**src/hw/rtl/bsa_pkg.sv**
```systemverilog
// bsa_pkg: shared constants, codes and types for the block slot allocator
// no dependencies; used by every other file of the block except bsa_ram
package bsa_pkg;

   localparam int MAX_BLOCKS      = 8;
   localparam int SLOTS_PER_BLOCK = 64;
   localparam int BLK_W           = $clog2(MAX_BLOCKS);
   localparam int SLOT_W          = $clog2(SLOTS_PER_BLOCK);
   localparam int ADDR_W          = BLK_W + SLOT_W;
   localparam int CNT_W           = SLOT_W + 1;
   localparam int ACT_W           = BLK_W + 1;
   localparam int TOT_W           = ADDR_W + 1;
   localparam int HOLE_W          = SLOT_W + 1;
   localparam int RAM_DEPTH       = MAX_BLOCKS * SLOTS_PER_BLOCK;
   localparam int STAT_W          = 2;
   localparam int EPB_W           = 7;

   localparam logic OPC_ALLOC = 1'b0;
   localparam logic OPC_FREE  = 1'b1;

   localparam logic [STAT_W-1:0] STAT_ALLOC   = 2'd0;
   localparam logic [STAT_W-1:0] STAT_FREED   = 2'd1;
   localparam logic [STAT_W-1:0] STAT_OOM     = 2'd2;
   localparam logic [STAT_W-1:0] STAT_IGNORED = 2'd3;

   typedef enum logic [4:0] {
      OP_NONE, OP_LOAD, OP_OOM, OP_IGNORE, OP_ACTIVATE, OP_BLK_DEC, OP_BUMP,
      OP_RD_LAST, OP_TAKE, OP_END_DEC, OP_SCAN_INIT, OP_RD_IDX, OP_IDX_INC,
      OP_TOP0, OP_PURGE_INIT, OP_PURGE_HIT, OP_PURGE_LAST, OP_PURGE_END,
      OP_CMP_INIT, OP_CMP_STEP, OP_CMP_END, OP_APPEND, OP_EMIT
   } dp_op_type;

   typedef struct packed {
      dp_op_type op;
   } dp_cmd_type;

   typedef struct packed {
      logic is_free;
      logic total_zero;
      logic active_full;
      logic has_free;
      logic blk_zero;
      logic end_zero;
      logic end_full;
      logic scan_done;
      logic free_bad;
      logic is_top;
      logic slot_zero;
      logic hit;
      logic rd_zero;
   } dp_sts_type;

   typedef enum logic [3:0] {
      S_IDLE, S_DISPATCH, S_SEARCH, S_TAKE, S_TRIM_RD, S_TRIM_CK, S_FIND_RD,
      S_FIND_CK, S_PURGE_RD, S_PURGE_CK, S_CMP_RD, S_CMP_CK, S_APPEND, S_OUT
   } ctrl_state_type;

endpackage

```
**src/hw/rtl/bsa_ctrl.sv**
```systemverilog
// bsa_ctrl: sequencer for allocate and free, drives datapath commands
// depends on bsa_pkg
module bsa_ctrl (
   input  logic                clock,
   input  logic                reset,
   input  logic                req_valid,
   output logic                req_ready,
   output logic                rsp_valid,
   input  logic                rsp_ready,
   input  bsa_pkg::dp_sts_type sts,
   output bsa_pkg::dp_cmd_type cmd
);
   bsa_pkg::ctrl_state_type state_ff, state_in;
   logic rsp_valid_ff, rsp_valid_in;
   logic can_emit;

   assign can_emit = !rsp_valid_ff || rsp_ready;

   always_ff @(posedge clock) begin
      if (reset) begin
         state_ff     <= bsa_pkg::S_IDLE;
         rsp_valid_ff <= 1'b0;
      end else begin
         state_ff     <= state_in;
         rsp_valid_ff <= rsp_valid_in;
      end
   end

   always_comb begin
      state_in = state_ff;
      case (state_ff)
         bsa_pkg::S_IDLE: begin
            if (req_valid) state_in = bsa_pkg::S_DISPATCH;
         end
         bsa_pkg::S_DISPATCH: begin
            if (sts.is_free) state_in = sts.free_bad ? bsa_pkg::S_OUT : bsa_pkg::S_FIND_RD;
            else state_in = sts.total_zero ? bsa_pkg::S_OUT : bsa_pkg::S_SEARCH;
         end
         bsa_pkg::S_SEARCH: begin
            if (sts.has_free) state_in = sts.end_zero ? bsa_pkg::S_OUT : bsa_pkg::S_TAKE;
            else if (sts.blk_zero) state_in = bsa_pkg::S_OUT;
         end
         bsa_pkg::S_TAKE: state_in = bsa_pkg::S_TRIM_RD;
         bsa_pkg::S_TRIM_RD: begin
            state_in = sts.end_zero ? bsa_pkg::S_OUT : bsa_pkg::S_TRIM_CK;
         end
         bsa_pkg::S_TRIM_CK: begin
            state_in = sts.rd_zero ? bsa_pkg::S_TRIM_RD : bsa_pkg::S_OUT;
         end
         bsa_pkg::S_FIND_RD: begin
            if (!sts.scan_done) state_in = bsa_pkg::S_FIND_CK;
            else if (sts.is_top) state_in = sts.slot_zero ? bsa_pkg::S_OUT : bsa_pkg::S_PURGE_RD;
            else state_in = sts.end_full ? bsa_pkg::S_CMP_RD : bsa_pkg::S_APPEND;
         end
         bsa_pkg::S_FIND_CK: begin
            state_in = sts.hit ? bsa_pkg::S_OUT : bsa_pkg::S_FIND_RD;
         end
         bsa_pkg::S_PURGE_RD: begin
            state_in = sts.scan_done ? bsa_pkg::S_TRIM_RD : bsa_pkg::S_PURGE_CK;
         end
         bsa_pkg::S_PURGE_CK: begin
            state_in = (sts.hit && sts.slot_zero) ? bsa_pkg::S_TRIM_RD : bsa_pkg::S_PURGE_RD;
         end
         bsa_pkg::S_CMP_RD: begin
            state_in = sts.scan_done ? bsa_pkg::S_APPEND : bsa_pkg::S_CMP_CK;
         end
         bsa_pkg::S_CMP_CK: state_in = bsa_pkg::S_CMP_RD;
         bsa_pkg::S_APPEND: state_in = bsa_pkg::S_OUT;
         bsa_pkg::S_OUT: begin
            if (can_emit) state_in = bsa_pkg::S_IDLE;
         end
         default: state_in = bsa_pkg::S_IDLE;
      endcase
   end

   always_comb begin
      cmd.op       = bsa_pkg::OP_NONE;
      req_ready    = 1'b0;
      rsp_valid_in = rsp_valid_ff && !rsp_ready;
      case (state_ff)
         bsa_pkg::S_IDLE: begin
            req_ready = 1'b1;
            if (req_valid) cmd.op = bsa_pkg::OP_LOAD;
         end
         bsa_pkg::S_DISPATCH: begin
            if (sts.is_free) begin
               cmd.op = sts.free_bad ? bsa_pkg::OP_IGNORE : bsa_pkg::OP_SCAN_INIT;
            end else if (sts.total_zero) begin
               cmd.op = sts.active_full ? bsa_pkg::OP_OOM : bsa_pkg::OP_ACTIVATE;
            end
         end
         bsa_pkg::S_SEARCH: begin
            if (sts.has_free) cmd.op = sts.end_zero ? bsa_pkg::OP_BUMP : bsa_pkg::OP_RD_LAST;
            else cmd.op = sts.blk_zero ? bsa_pkg::OP_OOM : bsa_pkg::OP_BLK_DEC;
         end
         bsa_pkg::S_TAKE: cmd.op = bsa_pkg::OP_TAKE;
         bsa_pkg::S_TRIM_RD: begin
            if (!sts.end_zero) cmd.op = bsa_pkg::OP_RD_LAST;
         end
         bsa_pkg::S_TRIM_CK: begin
            if (sts.rd_zero) cmd.op = bsa_pkg::OP_END_DEC;
         end
         bsa_pkg::S_FIND_RD: begin
            if (!sts.scan_done) cmd.op = bsa_pkg::OP_RD_IDX;
            else if (sts.is_top) begin
               cmd.op = sts.slot_zero ? bsa_pkg::OP_TOP0 : bsa_pkg::OP_PURGE_INIT;
            end else if (sts.end_full) cmd.op = bsa_pkg::OP_CMP_INIT;
         end
         bsa_pkg::S_FIND_CK: begin
            cmd.op = sts.hit ? bsa_pkg::OP_IGNORE : bsa_pkg::OP_IDX_INC;
         end
         bsa_pkg::S_PURGE_RD: begin
            cmd.op = sts.scan_done ? bsa_pkg::OP_PURGE_END : bsa_pkg::OP_RD_IDX;
         end
         bsa_pkg::S_PURGE_CK: begin
            if (!sts.hit) cmd.op = bsa_pkg::OP_IDX_INC;
            else cmd.op = sts.slot_zero ? bsa_pkg::OP_PURGE_LAST : bsa_pkg::OP_PURGE_HIT;
         end
         bsa_pkg::S_CMP_RD: begin
            cmd.op = sts.scan_done ? bsa_pkg::OP_CMP_END : bsa_pkg::OP_RD_IDX;
         end
         bsa_pkg::S_CMP_CK: cmd.op = bsa_pkg::OP_CMP_STEP;
         bsa_pkg::S_APPEND: cmd.op = bsa_pkg::OP_APPEND;
         bsa_pkg::S_OUT: begin
            if (can_emit) begin
               cmd.op       = bsa_pkg::OP_EMIT;
               rsp_valid_in = 1'b1;
            end
         end
         default: cmd.op = bsa_pkg::OP_NONE;
      endcase
   end

   assign rsp_valid = rsp_valid_ff;
endmodule

```
**config.mk**
```make
export PLATFORM = sky130hd
export DESIGN_NAME = bsa_ctrl
export DESIGN_NICKNAME = d
export VERILOG_FILES = /design/src/hw/rtl/bsa_pkg.sv /design/src/hw/rtl/bsa_ctrl.sv
export SDC_FILE = /design/constraint.sdc
export NUM_CORES = 1
export LEC_CHECK = 0
export BUFFER_PORTS_ARGS = -buffer_cell sky130_fd_sc_hd__clkbuf_2
export CAP_MARGIN = 20
export CORE_ASPECT_RATIO = 0.9
export CORE_MARGIN = 3
export CORE_UTILIZATION = 33
export DETAILED_ROUTE_END_ITERATION = 7
export PLACE_DENSITY_LB_ADDON = 0.15
export SETUP_SLACK_MARGIN = 0.2
export SYNTH_ARGS = -nofsm -noshare
export SYNTH_HDL_FRONTEND = slang
export SYNTH_SLANG_ARGS = --single-unit
export TNS_END_PERCENT = 5
```
**constraint.sdc**
```tcl
create_clock -name clock -period 1.55 [get_ports clock]
set_input_delay 0.2325 -clock clock [delete_from_list [all_inputs] [get_ports clock]]
set_output_delay 0.2325 -clock clock [all_outputs]
set_load 0.005 [all_outputs]
```
### Word-level counts from Yosys, hierarchy flattened

Index checks and enable logic that the tools add are counted.

* register bits: 5
* latch bits: 0
* memory bits (writable): 0
* bits in read-only memories: 0
* input port bits: 17
* output and inout port bits: 7
* word-level logic and storage cells: 68
* memories kept: 0

* $add $sub $neg: 0
* multipliers: 0
* div/mod/pow operators: 0
* $lt $le $gt $ge: 0
* equal/unequal tests: 16
* shift operators: 0
* mux-type cells: 43
* bitwise operators: 0
* reductions and logical operators: 7

Operators with widths (count)
* $mux 4: 18
* $pmux 5 s14: 1
* $pmux 4 s14: 1
* $mux 5: 8
* $mux 3: 9
* $eq 4x4->1 const B: 6
* $eq 4x3->1 const B: 4
* $eq 4x2->1 const B: 2
* $mux 1: 5
* $eq 4x1->1 const B: 1
* $logic_not 4->1: 1
* $ne 2x2->1 const B: 2
* $ne 3x3->1 const B: 1
* $reduce_and 3->1: 1
* $logic_and 1x1->1: 2
* $logic_not 1->1: 2
* $mux 2: 1
* $logic_or 1x1->1: 1

### Depth between registers and ports, before layout

Gate-level depths: netlist of run 1.

* depth after elaboration: 4
* gate-level depth with buffers: 6
* gate-level depth less buffers: 4

### Worst setup path after synthesis of run 1

No wires, ideal clock.

* kind: reg-to-output
* start: reg state_ff[3]
* end: out cmd[3] (netlist bit)
* arrival time: 1406 ps
* slack: -88 ps
* stages on the path, launching flop included: 5
* cells stage by stage: dfxtp_1 > buf_6 > or4b_4 > or3b_1 > o2111ai_1

RTL lines
* from (decl): line bsa_ctrl.sv:13 `bsa_pkg::ctrl_state_type state_ff, state_in;`
* from (signal assigned): line bsa_ctrl.sv:21 `state_ff <= bsa_pkg::S_IDLE;`
* from (signal assigned): line bsa_ctrl.sv:24 `state_ff <= state_in;`
* to (decl): line bsa_ctrl.sv:11 `output bsa_pkg::dp_cmd_type cmd`

==> summary.txt, run 1 <==
Timing
  • Max Freq: 509 MHz
  • Endpoints failing setup: 5
  • Slew at the pin closest to its max-slew limit: 0.356 ns
  • Pins over their slew limit: 0
  • Worst slew margin relative to its limit: 0.759
  • Setup repair after global routing missed its margin: yes
  • Hold violation total from the final report: 0
  • Post-route fraction of the period consumed by the critical path: 1.27
  • Final critical-path setup slack: -0.413 ns
  • Tmin final: 1.96 ns
  • Setup Skew: 0.00336 ns

Yosys
  • Leading cell types by total area after synthesis: sky130_fd_sc_hd__dfxtp_1 (12%), sky130_fd_sc_hd__nand2b_1 (7.9%), sky130_fd_sc_hd__a21oi_1 (4.6%)
  • Post-synthesis cell type with the largest combined area: sky130_fd_sc_hd__dfxtp_1
  • Synth warn: 0
  • Number of cells produced by synthesis: 125
  • Count of cell types in the netlist: 50
  • Most common flop cell mapped by yosys: sky130_fd_sc_hd__dfxtp_1
  • Library cell with the highest instance count after synthesis: sky130_fd_sc_hd__nand2b_1
  • Sequential area share after synthesis: 0.115
  • Number of storage elements in the synthesis netlist: 5
  • Synth async-reset ratio: 0
  • Number of synthesized flops with an enable pin: 0
  • Area share of the largest cell type after synthesis: 0.115
  • Post-synthesis net count: 142
  • List of most frequent post-synthesis cells: sky130_fd_sc_hd__nand2b_1 (11), sky130_fd_sc_hd__nand2_1 (10), sky130_fd_sc_hd__nor2_1 (9)
  • Avg Inst Size Synth: 6.96 sq um
  • Netlist Area Pre-Place: 870 sq um

Layout
  • Total non-filler cell area in the finished layout: 1340 sq um
  • # nets final: 194
  • Area Growth Syn to Fin: 54.0%
  • Diode count: 0
  • Non-filler instance count after layout: 204
  • Proportion of layout cells with a drive suffix above 1: 0.466

Setup path
  • Category of the worst setup path capture point: primary output
  • Critical path launch point type: flop
  • Delay of the slowest critical-path stage: 0.54 ns
  • R2R cell count: 6
  • Worst-case register-to-register setup slack: 0.04 ns
  • Cell Chain, Critical Path: or4b_4 > or3b_1 > o2111ai_2 > buf_2
  • Maximum fanout count along the critical path: 7
  • Required time at the endpoint of the critical path: 1.32 ns
  • Critical path class: reg -> out
  • End of the worst register-to-register path: state_ff[2]
  • Data arrival time of the critical path: 1.73 ns
  • Reg-to-Reg Start: state_ff[3]
  • Cell type of the slowest stage on the worst timing path: sky130_fd_sc_hd__or4b_4
  • Critical path origin: state_ff[2]

Placed design
  • GP Congestion: 0.914
  • DP Wirelength: 2.53 mm
  • DP Cell Count: 198
  • Post-placement setup slack: -0.209 ns
  • Port-buffer cells: 23
  • Post-Place Cell Area: 1210 sq um

Status
  • Run status: finished, violations left
  • Violations in the final reports: negative setup slack

Routing
  • Wire per inst: 15.8 um
  • DRT antenna net count: 0
  • Total DRC errors in the routed layout: 0
  • Vias after detailed routing: 1197
  • Violation count after the first detailed-routing iteration: 63
  • Wire length reported by the detailed router: 3.23 mm
  • Number of vias per cell: 5.87
  • Number of detailed-routing iterations run before antenna repair: 4

Power
  • Worst ir drop on vdd: 0.974 mV
  • Leakage: 0.584 nW
  • Power per cell area: 1570 nW/um^2

Global route
  • Antenna violations before repair: 0
  • Overall track demand over capacity in global routing: 0.201
  • Number of global-route vias before repair: 1103
  • Leftover overflow at the end of global routing: 0
  • Largest net degree at the start of global routing: 15
  • Global-route wire length before repair: 4.95 mm

Die
  • Site Rows: 17
  • Die Area: 3290 sq um
  • Std-Cell Core Area: 2490 sq um
  • Die Span Y: 54.7 um
  • Die Width: 60.1 um
  • Effective utilization at floorplan: 0.349
  • Number of primary I/O pins: 24

Clock network
  • Clock sink total: 5
  • H-tree depth reported by CTS: 1
  • CTS Buffer Depth: 2
  • Number of buffers inserted during clock tree synthesis: 3
  • CTS tree: built
  • Clock slew seen by the registers of the worst setup and hold paths: 0.05 ns
  • Cell at the root of the clock tree: sky130_fd_sc_hd__clkbuf_4
  • Clk Latency, worst-skew pair: 0.25 ns

Hold path
  • Hold/Removal Path Class: in -> reg
  • Beginning of the worst hold path: reset
  • Cell depth of the worst hold path: 2
  • Worst-case hold path end point: state_ff[1]

Job
  • Reported max-cap violation count: 0
## cells by family after synthesis
kind of cell | after synthesis | share of synthesized area
simple gates | 58 | 0.393
compound gates | 47 | 0.393
buf+inv | 13 | 0.0763
flops | 5 | 0.115
mux | 2 | 0.0230
## layout make-up
| cell class | count | area (sq um) |
|---|---|---|
| clock buffer | 4 | 26.3 |
| sequential | 5 | 110 |
| tap | 28 | 35.0 |
| fill | 235 | 1150 |
| multi-input combinational | 107 | 782 |
| inverter | 3 | 11.3 |
| timing repair buffer | 57 | 374 |
## worst max path at each step
stage                        end  slack (ns)  depth (start not counted)
after global placement    cmd[3]       -0.18                          4
final                     cmd[3]       -0.41                          4
after CTS                 cmd[3]       -0.44                          4
after global routing      cmd[3]       -0.47                          4
after floorplan           cmd[3]       -0.04                          4
after detailed placement  cmd[3]       -0.21                          4
## where the power goes
part / total, mW / internal (mW) / switching [mW]
Sequential: 0.263 / 0.190 / 0.0724
Combinational: 1.68 / 0.850 / 0.829
Clock: 0.164 / 0.0981 / 0.0663
Total: 2.11 / 1.14 / 0.968
## sequential cells by signal, summed over array words and instances, names as in the netlist
register	flops
rsp_valid	1
state_ff	4
## critical path, delay by kind of cell (launching register included)
kind	cells	cell delay (ns)
flip-flops	1	0.36
AO/OA/AOI/OAI	1	0.07
buffers and inverters	1	0.14
AND/OR/NAND/NOR	2	0.92
## repair_timing
item | CTS | global route
setup buffers | 2 | 0
hold buffers | 0 | 0
setup endpoints to repair | 10 | 10
resized for setup | 10 | 11
pin swaps | 3 | 2
## routing by layer
layer | part of all wire | routed length, um | track usage | up-vias
li1 | - | - | - | 588
met1 | 0.43 | 1400 | 0.264 | 550
met2 | 0.46 | 1490 | 0.327 | 55
met3 | 0.092 | 298 | 0.0425 | 4
met4 | 0.012 | 38 | 0.0627 | 0
met5 | 0 | 0 | 0 | -
## cells in the final DEF (no fill, tap or decap), types with 3 or more instances in the layout
master and instances:
sky130_fd_sc_hd__buf_4 33, sky130_fd_sc_hd__clkbuf_2 22, sky130_fd_sc_hd__nand2b_1 10, sky130_fd_sc_hd__nand2_1 10
sky130_fd_sc_hd__nor2_1 9, sky130_fd_sc_hd__a21oi_1 7, sky130_fd_sc_hd__nor2b_1 5, sky130_fd_sc_hd__o21ai_0 5
sky130_fd_sc_hd__nor3b_1 3, sky130_fd_sc_hd__inv_1 3, sky130_fd_sc_hd__nand3_1 3, sky130_fd_sc_hd__nand4_1 3
sky130_fd_sc_hd__a31oi_1 3, sky130_fd_sc_hd__clkbuf_4 3
## per-stage QoR
stage / TNS, ns / util / total power [mW] / hold WS (ns)
after floorplan: -0.0369 / - / 1.08 / 0.302
after global placement: -0.740 / 0.487 / 1.73 / 0.448
after detailed placement: -0.861 / 0.487 / 1.72 / 0.445
after CTS: -1.62 / 0.518 / 2.01 / 0.181
after global routing: -2.01 / 0.538 / 2.26 / 0.182
final: -1.58 / 0.538 / 2.11 / 0.180
Power figures use the tool's default switching activity.
==> run 2, diff against run 1 <==
PLACE_DENSITY_LB_ADDON = not set   (was 0.15)
==> run 2 against run 1 <==
Effect of this change: the flow still finishes with violations (negative setup slack); count of clock-buffer cells in the layout unchanged; critical path depth unchanged; routed wire length increased by 1.0%; critical path type unchanged; critical endpoint unchanged; highest routed layer unchanged.
==> summary.txt, run 2 (synthesized netlist as in run 1, its figures left out) <==
Die
  • Effective utilization at floorplan: 0.349
  • Die Width: 60.1 um
  • Site Rows: 17
  • Number of primary I/O pins: 24
  • Die Span Y: 54.7 um
  • Die Area: 3290 sq um
  • Std-Cell Core Area: 2490 sq um

Setup path
  • Worst-case register-to-register setup slack: -0.03 ns
  • Required time at the endpoint of the critical path: 1.32 ns
  • Critical path class: reg -> out
  • Category of the worst setup path capture point: primary output
  • Maximum fanout count along the critical path: 5
  • Critical path launch point type: flop
  • Data arrival time of the critical path: 1.72 ns

Routing
  • DRT antenna net count: 0
  • Total DRC errors in the routed layout: 0
  • Wire length reported by the detailed router: 3.26 mm
  • Number of detailed-routing iterations run before antenna repair: 4
  • Violation count after the first detailed-routing iteration: 66
  • Wire per inst: 15.8 um
  • Number of vias per cell: 5.92
  • Vias after detailed routing: 1220

Layout
  • Max FFs per register: 4
  • Total non-filler cell area in the finished layout: 1330 sq um
  • Diode count: 0
  • Final core area utilization: 0.536
  • Largest reg by FF count: state_ff
  • Commonest cells after routing, fill and taps aside: sky130_fd_sc_hd__buf_4 (33), sky130_fd_sc_hd__clkbuf_2 (22), sky130_fd_sc_hd__nand2b_1 (10), sky130_fd_sc_hd__nand2_1 (10), sky130_fd_sc_hd__nor2_1 (9)
  • # nets final: 196
  • Proportion of layout cells with a drive suffix above 1: 0.438
  • Area Growth Syn to Fin: 53.4%
  • Commonest non-fill, non-tap cell in the layout: sky130_fd_sc_hd__buf_4

Power
  • Share of power burned in the clock network: 0.071
  • Post-layout total power: 2.17 mW
  • Worst ir drop on vdd: 0.832 mV
  • Power per cell area: 1630 nW/um^2
  • Sequential share of power: 0.106
  • Sw frac: 0.447
  • Internal Power: 1.20 mW
  • Switching power: 0.970 mW
  • Gate power share: 0.822
  • Leakage: 0.593 nW

Global route
  • Number of global-route vias before repair: 1114
  • Antenna violations before repair: 0
  • Leftover overflow at the end of global routing: 0
  • Overall track demand over capacity in global routing: 0.209
  • Global-route wire length before repair: 5.15 mm
  • Largest net degree at the start of global routing: 14

Timing
  • Setup repair after global routing missed its margin: yes
  • Final critical-path setup slack: -0.404 ns
  • Tmin final: 1.95 ns
  • Hold violation total from the final report: 0
  • Setup Skew: 0.00164 ns
  • Final-layout worst hold slack: 0.210 ns
  • Worst slew margin relative to its limit: 0.742
  • Pins over their slew limit: 0
  • Endpoints failing setup: 8
  • Slew at the pin closest to its max-slew limit: 0.384 ns
  • Post-route fraction of the period consumed by the critical path: 1.26
  • Max Freq: 512 MHz
  • Setup TNS after final layout: -1.84 ns

Job
  • Reported max-cap violation count: 0

Placed design
  • Port-buffer cells: 23
  • Post-Place Cell Area: 1230 sq um
  • GP Congestion: 0.928
  • DP Wirelength: 2.62 mm

Clock network
  • Clock slew seen by the registers of the worst setup and hold paths: 0.05 ns
  • Clk Latency, worst-skew pair: 0.24 ns
  • CTS tree: built
  • H-tree depth reported by CTS: 1
  • Number of buffers inserted during clock tree synthesis: 3
  • CTS Buffer Depth: 2
  • Number of buffers inserted for hold repair after clock tree synthesis: 0
  • Clock sink total: 5
  • Cell at the root of the clock tree: sky130_fd_sc_hd__clkbuf_4

Status
  • Violations in the final reports: negative setup slack
  • Run status: finished, violations left

Hold path
  • Hold/Removal Path Class: in -> reg
[run 2: changes by cell type in the layout (fill, tap and decap cells not counted), sizes merged]
cell,delta
buf,+2
[run 2: timing repair]
item | CTS | global route
setup buffers | 1 | 0
resized for setup | 13 | 4
pin swaps | 7 | 1
endpoints found under the setup margin | 10 | 10
[run 2: final cells by class]
type	count	area, sq um
clock buffers	4	26.3
fillers	250	1150
inverters	3	11.3
multi-input cells	107	751
flip-flops and latches	5	106
well taps	28	35.0
repair buffers	59	404
[run 2: power groups by stage]
| stage | clock network (mW) | logic, mW | registers (mW) |
|---|---|---|---|
| global route | 0.168 | 1.93 | 0.238 |
| detailed placement | 0 | 1.62 | 0.229 |
| CTS | 0.157 | 1.74 | 0.230 |
| finish | 0.155 | 1.79 | 0.231 |
| global placement | 0 | 1.60 | 0.225 |
| floorplan | 0 | 0.869 | 0.210 |
[run 2: worst max-delay path: stages (launching register included)]
cell,delay [ns]
sky130_fd_sc_hd__dfxtp_4,0.35
sky130_fd_sc_hd__or4b_4,0.54
sky130_fd_sc_hd__or3b_1,0.39
sky130_fd_sc_hd__o2111ai_2,0.07
sky130_fd_sc_hd__buf_2,0.13
[run 2: metrics by stage]
stage	std cells	worst slack (ns)
global placement	201	-0.176
detailed placement	201	-0.216
global route	206	-0.455
floorplan	125	-0.0369
finish	206	-0.404
CTS	206	-0.439
[run 2: worst paths after layout]
path	from	end	depth (start not counted)
worst min-delay path	reset	rsp_valid	2
worst min register to register	rsp_valid	rsp_valid	3
worst max register to register	state_ff[0]	state_ff[2]	6
worst max-delay path	state_ff[2]	cmd[3]	4
[run 2: metal layers]
metal,share of wire,global-route usage,wire [um]
met1,0.44,0.282,1440
met2,0.48,0.354,1580
met3,0.066,0.0189,216
met4,0.0080,0.0590,26
met5,0,0,0
==> run 3, diff against run 2 <==
RECOVER_POWER = 100   (was not set)
==> run 3 against run 2 <==
Effect of this change: the run still ends with negative setup slack left; count of clock-buffer cells in the layout unchanged; via count is 0.33% higher; global-route usage stayed put; register-to-register slack got worse by 0.05 ns; design area down 0.38%; sequential power about the same; critical path depth unchanged; hold slack worse by 0.0020 ns; first-iteration DRC count is 15% lower; critical path type unchanged; highest routed layer unchanged.
==> summary.txt, run 3 (synthesized netlist as in run 1, its figures left out) <==
Clock network
  • H-tree depth reported by CTS: 1
  • Cell at the root of the clock tree: sky130_fd_sc_hd__clkbuf_4
  • Clk Latency, worst-skew pair: 0.25 ns
  • Number of buffers inserted during clock tree synthesis: 3
  • Clock sink total: 5
  • CTS tree: built
  • Clock slew seen by the registers of the worst setup and hold paths: 0.05 ns
  • Number of buffers inserted for hold repair after clock tree synthesis: 0
  • CTS Buffer Depth: 2

Placed design
  • Port-buffer cells: 23
  • DP Cell Count: 201
  • DP Wirelength: 2.62 mm
  • GP Congestion: 0.928
  • Post-placement setup slack: -0.216 ns

Routing
  • Wire per inst: 16.0 um
  • DRT antenna net count: 0
  • Vias after detailed routing: 1224
  • Total DRC errors in the routed layout: 0
  • Number of detailed-routing iterations run before antenna repair: 4
  • Number of vias per cell: 5.94
  • Violation count after the first detailed-routing iteration: 56
  • Wire length reported by the detailed router: 3.30 mm

Global route
  • Number of global-route vias before repair: 1114
  • Antenna violations before repair: 0
  • Overall track demand over capacity in global routing: 0.209
  • Leftover overflow at the end of global routing: 0
  • Global-route wire length before repair: 5.15 mm
  • Largest net degree at the start of global routing: 14

Status
  • Run status: finished, violations left
  • Violations in the final reports: negative setup slack

Layout
  • # nets final: 196
  • Max FFs per register: 4
  • Area Growth Syn to Fin: 52.8%
  • Diode count: 0
  • Non-filler instance count after layout: 206
  • Commonest cells after routing, fill and taps aside: sky130_fd_sc_hd__buf_4 (32), sky130_fd_sc_hd__clkbuf_2 (21), sky130_fd_sc_hd__nand2b_1 (10), sky130_fd_sc_hd__nand2_1 (10), sky130_fd_sc_hd__nor2_1 (9)
  • Final core area utilization: 0.534
  • Largest reg by FF count: state_ff
  • Commonest non-fill, non-tap cell in the layout: sky130_fd_sc_hd__buf_4
  • Proportion of layout cells with a drive suffix above 1: 0.427

Timing
  • Setup Skew: 0.00157 ns
  • Slew at the pin closest to its max-slew limit: 0.382 ns
  • Post-route fraction of the period consumed by the critical path: 1.26
  • Worst slew margin relative to its limit: 0.743
  • Tmin final: 1.96 ns
  • Setup TNS after final layout: -2.04 ns
  • Final critical-path setup slack: -0.407 ns
  • Setup repair after global routing missed its margin: yes
  • Max Freq: 511 MHz
  • Pins over their slew limit: 0
  • Endpoints failing setup: 9
  • Hold violation total from the final report: 0

Power
  • Gate power share: 0.821
  • Post-layout total power: 2.17 mW
  • Sequential share of power: 0.106
  • Sw frac: 0.451
  • Switching power: 0.978 mW
  • Leakage: 0.586 nW
  • Power per cell area: 1630 nW/um^2
  • Share of power burned in the clock network: 0.073
  • Internal Power: 1.19 mW
  • Worst ir drop on vdd: 0.835 mV

Setup path
  • Critical path launch point type: flop
  • Cell type of the slowest stage on the worst timing path: sky130_fd_sc_hd__or4b_4
  • Delay of the slowest critical-path stage: 0.54 ns
  • Data arrival time of the critical path: 1.72 ns
  • Maximum fanout count along the critical path: 5
  • Critical path class: reg -> out
  • Required time at the endpoint of the critical path: 1.32 ns
  • R2R cell count: 6
  • Cell Chain, Critical Path: or4b_4 > or3b_1 > o2111ai_2 > buf_2
  • Category of the worst setup path capture point: primary output

Hold path
  • Cell depth of the worst hold path: 2
  • Hold/Removal Path Class: in -> reg

Die
  • Std-Cell Core Area: 2490 sq um
  • Die Area: 3290 sq um
  • Number of primary I/O pins: 24
  • Die Span Y: 54.7 um
  • Die Width: 60.1 um
  • Effective utilization at floorplan: 0.349
  • Site Rows: 17

Job
  • Reported max-cap violation count: 0
==> run 3: cell count changes in the layout (fill, tap and decap cells not counted) <==
| cell | delta |
|---|---|
| sky130_fd_sc_hd__buf_4 | -1 |
| sky130_fd_sc_hd__clkbuf_2 | -1 |
| sky130_fd_sc_hd__clkbuf_1 | +2 |
==> run 3: stage by stage <==
| step | hold WS [ns] | area, sq um |
|---|---|---|
| 3_3_place_gp | 0.463 | 1230 |
| 3_5_place_dp | 0.465 | 1230 |
| 5_1_grt | 0.207 | 1330 |
| 2_1_floorplan | 0.302 | 876 |
| 4_1_cts | 0.208 | 1320 |
| 6_report | 0.208 | 1330 |
==> run 3: critical path, delay by kind of cell (launching register included) <==
kind,cells,cell delay [ns]
and+or+nand+nor,2,0.93
AOI/OAI and AO/OA,1,0.07
DFF,1,0.35
buffers and inverters,1,0.13
==> run 3: worst paths after layout <==
kind	start	slack, ns	end
worst min-delay path	reset	0.21	rsp_valid
worst max register to register	state_ff[0]	-0.08	state_ff[0]
worst min register to register	rsp_valid	0.72	rsp_valid
worst max-delay path	state_ff[2]	-0.41	cmd[3]
==> run 3: cell type report <==
| class | count | area [sq um] |
|---|---|---|
| clock buffer | 4 | 26.3 |
| fill | 250 | 1160 |
| inverter | 3 | 11.3 |
| multi-input combinational | 107 | 751 |
| sequential | 5 | 106 |
| tap | 28 | 35.0 |
| timing repair buffer | 59 | 399 |
==> run 3: what timing repair did <==
action	CTS	global route
endpoints found under the setup margin	10	10
hold endpoints to repair	0	0
setup buffers	1	0
gates resized for setup	13	4
cloned	0	0
pin swaps	7	1
==> run 3: power groups by stage <==
stage / logic [mW] / clock network [mW] / registers, mW
global placement: 1.60 / 0 / 0.225
global route: 1.92 / 0.168 / 0.238
finish: 1.78 / 0.158 / 0.230
detailed placement: 1.62 / 0 / 0.229
floorplan: 0.869 / 0 / 0.210
CTS: 1.74 / 0.157 / 0.230
==> run 3: per-layer routing <==
metal | vias up | track usage | share of wire
li1 | 590 | - | -
met1 | 565 | 0.282 | 0.45
met2 | 65 | 0.354 | 0.48
met3 | 4 | 0.0189 | 0.062
met4 | 0 | 0.0590 | 0.0082
met5 | - | 0 | 0
